`config.mk`:
```
export PLATFORM = sky130hd
export DESIGN_NAME = gtq_ram
export DESIGN_NICKNAME = d
export VERILOG_FILES = /design/src/sv/gtq_ram.sv
export SDC_FILE = /design/constraint.sdc
export NUM_CORES = 1
export LEC_CHECK = 0
export BUFFER_PORTS_ARGS = -buffer_cell sky130_fd_sc_hd__buf_2
export CAP_MARGIN = 20
export CORE_ASPECT_RATIO = 0.9
export CORE_UTILIZATION = 47
export CTS_BUF_LIST = sky130_fd_sc_hd__clkbuf_8
export DETAILED_ROUTE_END_ITERATION = 6
export SLEW_MARGIN = 40
export SYNTH_ARGS = -nofsm -noshare
export SYNTH_HDL_FRONTEND = slang
export SYNTH_SLANG_ARGS = --single-unit
export TNS_END_PERCENT = 10
```
`constraint.sdc`:
```
create_clock -name clk -period 5.7 [get_ports clk]
set_input_delay 0.57 -clock clk [delete_from_list [all_inputs] [get_ports clk]]
set_output_delay 0.57 -clock clk [all_outputs]
set_load 0.01 [all_outputs]
```
`src/sv/gtq_ram.sv`:
```
`timescale 1ns / 1ps
// generic single write port ram with registered read
module gtq_ram #(
  parameter int WIDTH = 32,
  parameter int DEPTH = 16,
  localparam int ADDR_W = $clog2(DEPTH)
) (
  input  logic              clk,
  input  logic              we,
  input  logic [ADDR_W-1:0] waddr,
  input  logic [WIDTH-1:0]  wdata,
  input  logic [ADDR_W-1:0] raddr,
  output logic [WIDTH-1:0]  rdata
);

  logic [WIDTH-1:0] mem [DEPTH];

  // write port
  always_ff @(posedge clk) begin
    if (we) begin
      mem[waddr] <= wdata;
    end
  end

  // registered read port
  always_ff @(posedge clk) begin
    rdata <= mem[raddr];
  end

endmodule

```
---- After elaboration in Yosys (flattened, before gate mapping) ----
Memory sizes are Yosys's and may differ from the RTL's. A register that Yosys moved wholly into a read port is not among the register bits.
Index checks and enable logic that the tools add are counted.
word-level totals
  bits in read-only memories .............. 0
  RAM bits ................................ 512
  output and inout port bits .............. 32
  bits in latches ......................... 0
  register bits after elaboration ......... 0
  memories ................................ 1
  logic and storage cells ................. 3
memory list
  memory  depth  width  rd ports  clocked after Yosys merged registers in  wr ports  RTL line  RTL
  mem     16     32     1         1                                        1         16        logic [WIDTH-1:0] mem [DEPTH];
operators by class
  bitwise logic cells ..................... 0
  $mul .................................... 0
  muxes and demuxes ....................... 2
  magnitude comparators ................... 0
  equality and inequality tests ........... 0
  reduce and logical (&&, ||, !) cells .... 0
  shifts and indexed selects .............. 0
  div/mod/pow operators ................... 0
  $add $sub $neg .......................... 0
operators by type and width
  kind              count
  1-bit 2-to-1 mux  2

---- Logic depth before layout (Yosys ltp) ----
  depth after elaboration ................. 2
  depth in mapped cells ................... 5

---- Worst setup path before layout ----
No wires, ideal clock.
  path type ............................... input port to flip-flop
  start point ............................. in waddr[2]
  end point ............................... mem mem[0][0] (enable)
  cell stages on the path ................. 2
  library setup time ...................... 461 ps
  buffers on the path ..................... 0
  arrival time ............................ 3288 ps
  data required time ...................... 5239 ps
  slack ................................... 1950 ps
  cells stage by stage .................... or3b_2 -> nor3_1
RTL lines
  element          RTL line  RTL
  start, declared  10        input logic [ADDR_W-1:0] waddr,
  end, declared    16
Straight into the memory's write port.

==> impl_results.md <==
* Status: finished clean
* Critical path class: primary input to flop
* Fin. Hold Viols at 0
* Worst slew pin tran at 720 ps
* Slew Limit Fails at 0
* Final design utilization at a little over half
* Vias at just over 9,000
* Post-synth top area share at a little under 80%
* Area delta synth->final at 13.9%
* CP Data Arrival Time at roughly 2600 ps
* Leakage at ~7.4 nW
* Slowest stage delay, CP at between 500 and 600 ps
* Grt met3 use at around 4.8%
* Gr busiest metal: met2
* Clock Latency Late Sink at 630 ps
* H-tree depth at 3
* Tot GR Track Use at about a fifth
* Pwr dens at approximately 350 nW/um2
* Max-Cap Viols at 0
* CP max stage cell: mux4_2
* CP endpoint kind: flop
* Avg Cell Area, Syn at between 20 and 25 um2
* CTS max path bufs at 3
* VDD IR-drop max at ~0.00021 V
* Number of global-route vias before repair at between 9,000 and 10,000
* Buffer count from post-CTS setup fixing at 0
* Initial Util at between 40% and 50%
* CTS tree: yes
* Post-synth cell types at 18
* Clock Sinks at 544
* Worst reg-to-reg setup slack at 4390 ps
* Crit path buf inv count at 3
* Post-DRT Antenna Nets at 0
* Initial antenna violation count at 2
* Met1 Use GR at a little over a quarter
* Nets at around 1,000
* GP Congestion at just over 0.7
* Post-cts sizing count at 0
* Area of the core at 41,800 um2
* Net Count, Synth at between 800 and 900
* RSZ-0062 raised after global routing: no
* # fillers at about 3,300
* Drt via density at between 5 and 6
* Post-synth top area cell: edfxtp_1
* Sequential area share after synthesis at 80.7%
* Post-synth EDFFs at approximately 510
* #FFs+latches synth at 544
* Full die area at between 40,000 and 50,000 um2
* Fin crit period at about 2100 ps
* GR Util met2 at about a third
* Final hold slack at 312 ps
* Top Ports at 74
* Final Cell Area at 22,600 um2
* Worst Path Required at 6220 ps
* Residual DRC at 0
* Crit share post-route at 36.4%
* Post-DP HPWL at approximately 20,000 um
* # rows at 71
* CP max FO at 35
* GR Overflow Total at 0
* Die Ht at 197 um
* DRT iter0 DRCs at approximately 700
* Largest net degree at the start of global routing at 65
* Top-count cell post-synth: edfxtp_1
* Post-synth ARST share at 0%
* CP cell instances: buf_8, buf_16, buf_4, mux4_2, a22oi_1, nand2_1
* Chip width at around 220 um
* First-pass GRT wire length at ~61,000 um
* Yosys Warn Count at 0
* Clock transition at path regs at about 60 ps
* Synthesized cell area at 19,900 um2
* DRT Wirelength at 41,600 um
* Post-CTS Hold Fix Bufs at 0
* Skew final at 24.6 ps
* Fmax at about 480 MHz
* CTS Buf Count at 85
* Slew Limit Headroom at about half
* Placed Area at 21,000 um2
* Mapped Cells at between 800 and 900
* Root buf cell: clkbuf_8
* PnR Total Power at 7.85 mW
* DRT Pass-1 Iters at 5
* Synth top cells by count: edfxtp_1, mux4_2, a22oi_1
* Drt wl/cell at 26.0 um
* Top delay family on crit path: buffers and inverters
* Setup violators final at 0
* I/O Buffers at 73
* Hold Path Class: primary input to flop
* Share of layout cells above drive strength 1 at 33.7%
* TNS Setup at 0 ps
* Setup crit start kind: primary input
* Ys flop type: edfxtp_1
* Ranking of synthesized cells by area: edfxtp_1, mux4_2, dfxtp_1, a22oi_1, nand2_1
## state kept, by name, indices dropped and copies added, names as in the netlist
| signal | flops |
|---|---|
| mem | 512 |
| rdata | 32 |
## stage by stage
stage | setup slack (ps) | instances
floorplan | 1950 | 838
global placement | 2830 | 1439
detailed placement | 2820 | 1439
CTS | 3530 | 1598
global route | 3450 | 1599
finish | 3620 | 1601
## area by class of cell
type	count	area [um2]	share of cell area (%)
clock inverters	66	278	1.23
clock buffers	93	1280	5.66
diodes	2	5.00	0.0221
well taps	547	684	3.03
repair buffers	98	589	2.61
multi-input cells	251	3760	16.6
flip-flops and latches	544	16000	70.8
## logic make-up after synthesis
| logic type | share of synthesized area (%) |
|---|---|
| AOI/OAI and AO/OA | 2.42 |
| buffers and inverters | 1.12 |
| DFF | 80.7 |
| muxes | 14.5 |
| and+or+nand+nor | 1.27 |
## power by group
part	internal (mW)	switching, mW
logic	0.159	0.228
clock network	1.50	1.45
registers	4.47	0.0291
## path summary, 6_finish.rpt
kind / start / to / cells past startpoint
worst min register to register: mem[14][7] / rdata[7] / 3
worst max register to register: mem[2][31] / rdata[31] / 3
worst min-delay path: wdata[13] / mem[10][13] / 1
worst max-delay path: raddr[0] / rdata[17] / 6
## layer usage
metal  wire [um]  vias to the layer above  part of all wire (%)
met3        2320                       79                   5.6
met1       17800                     4941                    43
met4         854                        2                   2.1
li1            -                     3875                     -
met5          13                        -                 0.031
met2       20600                      270                    49
## cell usage in the layout (no fill, tap or decap), drive strengths merged, types with 3 or more instances in the layout
cell | Yosys | final
edfxtp | 512 | 512
nor3 | 4 | 4
buf | 26 | 98
mux4 | 128 | 128
a22oi | 64 | 64
nor2 | 13 | 13
clkinvlp | 0 | 3
inv | 0 | 43
dfxtp | 32 | 32
clkinv | 0 | 20
clkbuf | 17 | 93
nand2 | 33 | 33
No activity file was read; power rests on OpenSTA's default activity.
