$ cat src/sv/gtq_udiv.sv
`timescale 1ns / 1ps
// pipelined restoring unsigned divider, one quotient bit per stage
module gtq_udiv #(
  parameter int NUM_W  = 33,
  parameter int DEN_W  = 26,
  parameter int Q_W    = 7,
  parameter int SIDE_W = 1
) (
  input  logic              clk,
  input  logic              rst,
  input  logic              in_valid,
  input  logic [NUM_W-1:0]  num,
  input  logic [DEN_W-1:0]  den,
  input  logic [SIDE_W-1:0] side_in,
  output logic              out_valid,
  output logic [Q_W-1:0]    quot,
  output logic [DEN_W-1:0]  rem,
  output logic [SIDE_W-1:0] side_out
);

  localparam int W = (NUM_W > DEN_W + Q_W) ? NUM_W : DEN_W + Q_W;

  logic              vld  [Q_W];
  logic [W-1:0]      part [Q_W];
  logic [Q_W-1:0]    qacc [Q_W];
  logic [SIDE_W-1:0] side [Q_W];

  for (genvar k = 0; k < Q_W; k++) begin : g_step
    localparam int SH = Q_W - 1 - k;
    logic              v_in;
    logic [W-1:0]      p_in;
    logic [Q_W-1:0]    q_in;
    logic [SIDE_W-1:0] s_in;
    logic [W-1:0]      trial;
    logic              ge;

    // stage inputs come from the ports or from the previous stage
    if (k == 0) begin : g_first
      assign v_in = in_valid;
      assign p_in = W'(num);
      assign q_in = '0;
      assign s_in = side_in;
    end else begin : g_next
      assign v_in = vld[k-1];
      assign p_in = part[k-1];
      assign q_in = qacc[k-1];
      assign s_in = side[k-1];
    end

    // compare against the shifted divisor
    assign trial = W'(den) << SH;
    assign ge    = (p_in >= trial);

    always_ff @(posedge clk) begin
      if (rst) begin
        vld[k] <= 1'b0;
      end else begin
        vld[k] <= v_in;
      end
    end

    always_ff @(posedge clk) begin
      part[k] <= ge ? (p_in - trial) : p_in;
      qacc[k] <= (q_in << 1) | Q_W'(ge);
      side[k] <= s_in;
    end
  end

  assign out_valid = vld[Q_W-1];
  assign quot      = qacc[Q_W-1];
  assign rem       = DEN_W'(part[Q_W-1]);
  assign side_out  = side[Q_W-1];

endmodule

$ cat config.mk
export PLATFORM = sky130hd
export DESIGN_NAME = gtq_udiv
export DESIGN_NICKNAME = d
export VERILOG_FILES = /design/src/sv/gtq_udiv.sv
export SDC_FILE = /design/constraint.sdc
export NUM_CORES = 1
export LEC_CHECK = 0
export ABC_AREA = 1
export BUFFER_PORTS_ARGS = -buffer_cell sky130_fd_sc_hd__buf_2
export CORE_UTILIZATION = 35
export CTS_CLUSTER_DIAMETER = 150
export DETAILED_ROUTE_END_ITERATION = 12
export GPL_TIMING_DRIVEN = 0
export MAX_ROUTING_LAYER = met4
export PLACE_DENSITY = 0.56
export SYNTH_ARGS = -nofsm -noshare
export SYNTH_HDL_FRONTEND = slang
export SYNTH_SLANG_ARGS = --single-unit
$ cat constraint.sdc
create_clock -name clk -period 4.3 [get_ports clk]
set_clock_uncertainty 0.1 [all_clocks]
set_input_delay 0.86 -clock clk [delete_from_list [all_inputs] [get_ports clk]]
set_output_delay 0.86 -clock clk [all_outputs]
set_load 0.02 [all_outputs]
; ---- After elaboration in Yosys (flattened, before gate mapping)
; Memories as Yosys holds them, arrays and structs flattened.
; Index checks and enable logic that the tools add are counted.
[totals]
in_bits = 63
ff_bits = 0
n_memories = 4
ram_bits = 294
[classes]
order_cmp = 7
bitwise = 13
add_sub_neg = 7
muxes = 17
[mem_list]
columns = name, words, width, rd, rd_clocked_by_memory_dff, write_ports, line
row1 = part, 7, 33, 7, 0, 7, 24  ; logic [W-1:0] part [Q_W];
row2 = qacc, 7, 7, 7, 0, 7, 25  ; logic [Q_W-1:0] qacc [Q_W];
row3 = side, 7, 1, 7, 0, 7, 26  ; logic [SIDE_W-1:0] side [Q_W];
row4 = vld, 7, 1, 7, 0, 7, 23  ; logic vld [Q_W];
[ops]
columns = cell, count
row1 = 33-bit two-way mux, 7
row2 = 7-bit by 1-bit OR with 7-bit output, 6
row3 = 33-bit by 26-bit >= comparator with 1-bit output, 1
row4 = 33-bit by 27-bit >= comparator with 1-bit output, 1
row5 = 33-bit by 28-bit >= comparator with 1-bit output, 1
row6 = 33-bit by 29-bit >= comparator with 1-bit output, 1
row7 = 33-bit by 30-bit >= comparator with 1-bit output, 1
row8 = 33-bit by 31-bit >= comparator with 1-bit output, 1
row9 = 33-bit by 32-bit >= comparator with 1-bit output, 1
row10 = 33-bit by 26-bit subtractor with 33-bit output, 1
row11 = 33-bit by 27-bit subtractor with 33-bit output, 1
row12 = 33-bit by 28-bit subtractor with 33-bit output, 1
row13 = 33-bit by 29-bit subtractor with 33-bit output, 1
row14 = 33-bit by 30-bit subtractor with 33-bit output, 1
row15 = 33-bit by 31-bit subtractor with 33-bit output, 1
row16 = 33-bit by 32-bit subtractor with 33-bit output, 1
row17 = 1-bit two-way mux, 10
row18 = 1-bit OR, 7

; ---- Logic depth before layout (Yosys ltp)
[logic_depth]
depth_word = 3
depth_mapped = 16
mapped_depth_nobuf = 15

; ---- Worst setup path before layout
; Ideal clock, no wire load.
[synth_timing]
path_kind = input to register
from = input den[0]
to = memory part[5][26] (netlist bit)
setup_ps = 113
n_path_buf = 2
arrival_time_ps = 2395
path_slack_ps = 1691
t_required_ps = 4087
stages = 15
path_cell_list = ha_1 -> inv_1 -> fa_1 -> nand2_1 -> nand3_1 -> nand3_1 -> nand2_2 -> nand2_1 -> nand2_1 -> nand2_1 -> nand3_2 -> buf_6 -> buf_6 -> nand3_1 -> nand2_1
[synth_lines]
columns = item, line
row1 = start: declaration, 13  ; input logic [DEN_W-1:0] den,
row2 = end: declaration, 24

==> flow_metrics.py <==
metrics = {
    "clocking": {
        "cts_resized": 0,
        "cts_made_buffers": 35,
        "ctsHoldBuffers": 0,
        "cts.clk_slew.worst_paths_ns": 0.06,
        "post_cts_buffers": 0,
        "cts_tree": "yes",
        "cts-root-buf": "clkbuf_16",
        "cts.path.max_buffers": 3,
        "cts.htree.levels": 2,
        "insertion_delay_ns": 0.56,
        "cts.sinks": 266,
    },
    "yosys": {
        "syn_avg_cell_area_sq_um": 5.71,
        "synth_edf_count": 0,
        "synth_compound_area_share_pct": 4.00,
        "synth_top_family_by_area": "simple AND/OR/NAND/NOR gates",
        "synthMuxAreaShare_pct": 0,
        "synth.distinct_cells": 42,
        "synth_xor_area_share_pct": 3.56,
        "yosys_warnings": 0,
        "synthAdderAreaFrac_pct": 10.5,
        "synthFlopType": "dfxtp_1",
        "synth.cell_area_sq_um": 23100,
        "ys_seq_area_share_pct": 23.0,
        "synth-simple-area-share_pct": 44.8,
        "synth_area_leaders": "nand2_1 (29%), dfxtp_1 (23%), inv_1 (12%), ha_1 (9.8%), nand3_1 (6.0%)",
        "syn_nets": 4302,
        "synth_top_cell_area_share_pct": 28.7,
        "synth_top_area_cell": "nand2_1",
        "synth_seq_cells": 266,
        "ys_async_sr_fraction_pct": 0,
        "syn_inst": 4050,
    },
    "layout": {
        "finalNetCount": 4436,
        "final_core_util_pct": 39.8,
        "syn2layout_area_growth_pct": 11.6,
        "layout_common_cells": "nand2_1 (1768), inv_1 (768), nand3_1 (278)",
        "mostFrequentLayoutCell": "nand2_1",
        "drive_above_1_share_pct": 6.37,
    },
    "timing": {
        "max_slew_margin_pct": 29.0,
        "finalSetupTns_ns": 0,
        "finalSetupViolations": 0,
        "fmax_ghz": 0.297,
        "slew_viol_final": 0,
        "finalCriticalPeriod_ns": 3.37,
        "period_share_pct": 78.4,
        "tightest_slew_ns": 1.06,
        "rsz0062_at_grt": "false",
        "finalHoldViolations": 0,
    },
    "drt": {
        "drt_iter0_markers": 1647,
        "final_antenna_net_count": 0,
        "wl_per_cell_um": 16.3,
        "vias": 23844,
        "detail_route.vias_per_cell": 4.71,
        "drc": 0,
        "detail_route.first_pass.iterations": 5,
        "drt_wl_total_um": 82500,
    },
    "pwr": {
        "p_sw_w": 0.00955,
        "p_leak_nw": 15.4,
        "clkPwrFrac_pct": 15.5,
        "p_seq_share_pct": 23.2,
        "combPwrFrac_pct": 61.3,
        "power_density_nw_per_um2": 723,
        "p_int_w": 0.00911,
        "p_sw_share_pct": 51.2,
        "ir_worst_vdd_mv": 0.269,
    },
    "setup_path": {
        "crit_type": "in2reg",
        "r2r_cells": 13,
        "critPathMaxStageDelay_ns": 0.73,
        "worst_setup_path_start_kind": "primary input",
        "worstPathCellList": "buf_2 -> inv_1 -> ha_1 -> nand2_1 -> nor2_1 -> and2_1 -> a21oi_1 -> nand3_4 -> buf_6 -> nand2_1 -> o21ai_1",
        "cp_common_cell": "nand2_1",
        "slowest_stage": "inv_1",
        "worstPathMaxFanout": 10,
        "cp.arrival_ns": 3.71,
        "crit_required_ns": 4.63,
        "reg2reg_setup_slack_ns": 1.66,
        "critPathCaptureType": "register",
    },
    "placed_design": {
        "place_hpwl_um": 66600,
        "portBuffers": 97,
        "place_congestion": 0.954,
    },
    "floorplan": {
        "die_area_sq_um": 67100,
        "die_h_um": 259,
        "core_sq_um": 64800,
        "initial_core_util_pct": 35.7,
        "num_io_pins": 98,
        "rows": 93,
        "die_w_um": 259,
    },
    "global_route": {
        "grt_pass1_vias": 22307,
        "grt_pass1_wl_um": 126000,
        "grt_antenna_before_repair": 3,
        "gr-usage-met3_pct": 3.51,
        "grt_max_degree": 14,
        "use_met2_pct": 41.8,
        "grt-ovfl-total": 0,
        "track_usage_pct": 25.2,
        "grt-busiest-layer": "met2",
        "globalRouteMet1Util_pct": 31.0,
    },
    "run": {
        "drv_cap": 0,
    },
    "worst_hold_path": {
        "worstHoldPathType": "reg2reg",
        "worstHoldPathCells": 0,
    },
    "status": {
        "status": "completed",
    },
}
[cells in the mapped netlist, drive strengths merged, types with 5 or more instances]
master     n
nor3      29
and3       5
nand2   1798
ha       182
nor4       6
fa         7
o21bai     8
xor2      86
nand4     61
xnor2      8
buf       37
o21ai     32
a21oi    124
nor2     274
and2      27
nand3b    18
dfxtp    266
inv      780
nand3    285
[per-layer routing]
layer	wire length (um)	part of all wire, %
met1	36700	45
met2	38100	46
met3	4670	5.7
met4	2990	3.6
met5	0	0
[sequential cells by signal, indices dropped and copies added (netlist names)]
name / cells
part: 224
qacc: 28
side: 7
vld: 7
[worst max-delay path, delay by kind of cell]
kind            cells  cell delay, ns
simple gates        5            0.77
compound gates      2            0.56
fa+ha+maj           1            0.46
buf+inv             3            1.03
[final timing paths]
check | endpoint | from
min reg2reg | qacc[6][1] | qacc[5][0]
min | qacc[6][1] | qacc[5][0]
max reg2reg | part[2][27] | part[1][8]
max | part[0][29] | den[20]
[logic make-up after synthesis]
group / after synthesis
flip-flops: 266
XOR/XNOR: 94
AND/OR/NAND/NOR: 2507
adder cells (fa/ha/maj): 189
AO/OA/AOI/OAI: 171
buffers and inverters: 823
[power groups by stage]
| stage | sequential, W | combinational [W] | clock [W] |
|---|---|---|---|
| after detailed placement | 0.00437 | 0.0113 | 0 |
| after global routing | 0.00439 | 0.0130 | 0.00306 |
| after CTS | 0.00432 | 0.0114 | 0.00297 |
| after global placement | 0.00437 | 0.0113 | 0 |
| final | 0.00433 | 0.0114 | 0.00289 |
| after floorplan | 0.00416 | 0.00824 | 0 |
[layout make-up]
type / count / area (sq um)
well taps: 855 / 1070
flip-flops and latches: 266 / 5330
plain buffers: 39 / 338
clock buffers: 47 / 981
fillers: 7285 / 39000
multi-input cells: 2961 / 14500
inverters: 784 / 2940
diodes: 2 / 5.00
repair buffers: 97 / 485
clock inverters: 14 / 140
[stage by stage]
| stage | instance area [sq um] | power, W | setup WS (ns) | cells | hold WS (ns) |
|---|---|---|---|---|---|
| after floorplan | 23100 | 0.0124 | 1.69 | 4050 | 0.210 |
| final | 25800 | 0.0187 | 0.928 | 5065 | 0.222 |
| after detailed placement | 24700 | 0.0157 | 0.350 | 5002 | 0.212 |
| after global placement | 24700 | 0.0157 | 0.305 | 5002 | 0.210 |
| after global routing | 25800 | 0.0205 | 0.784 | 5063 | 0.228 |
| after CTS | 25800 | 0.0186 | 0.929 | 5063 | 0.220 |
Note: power is estimated with default switching activity, not from simulation.
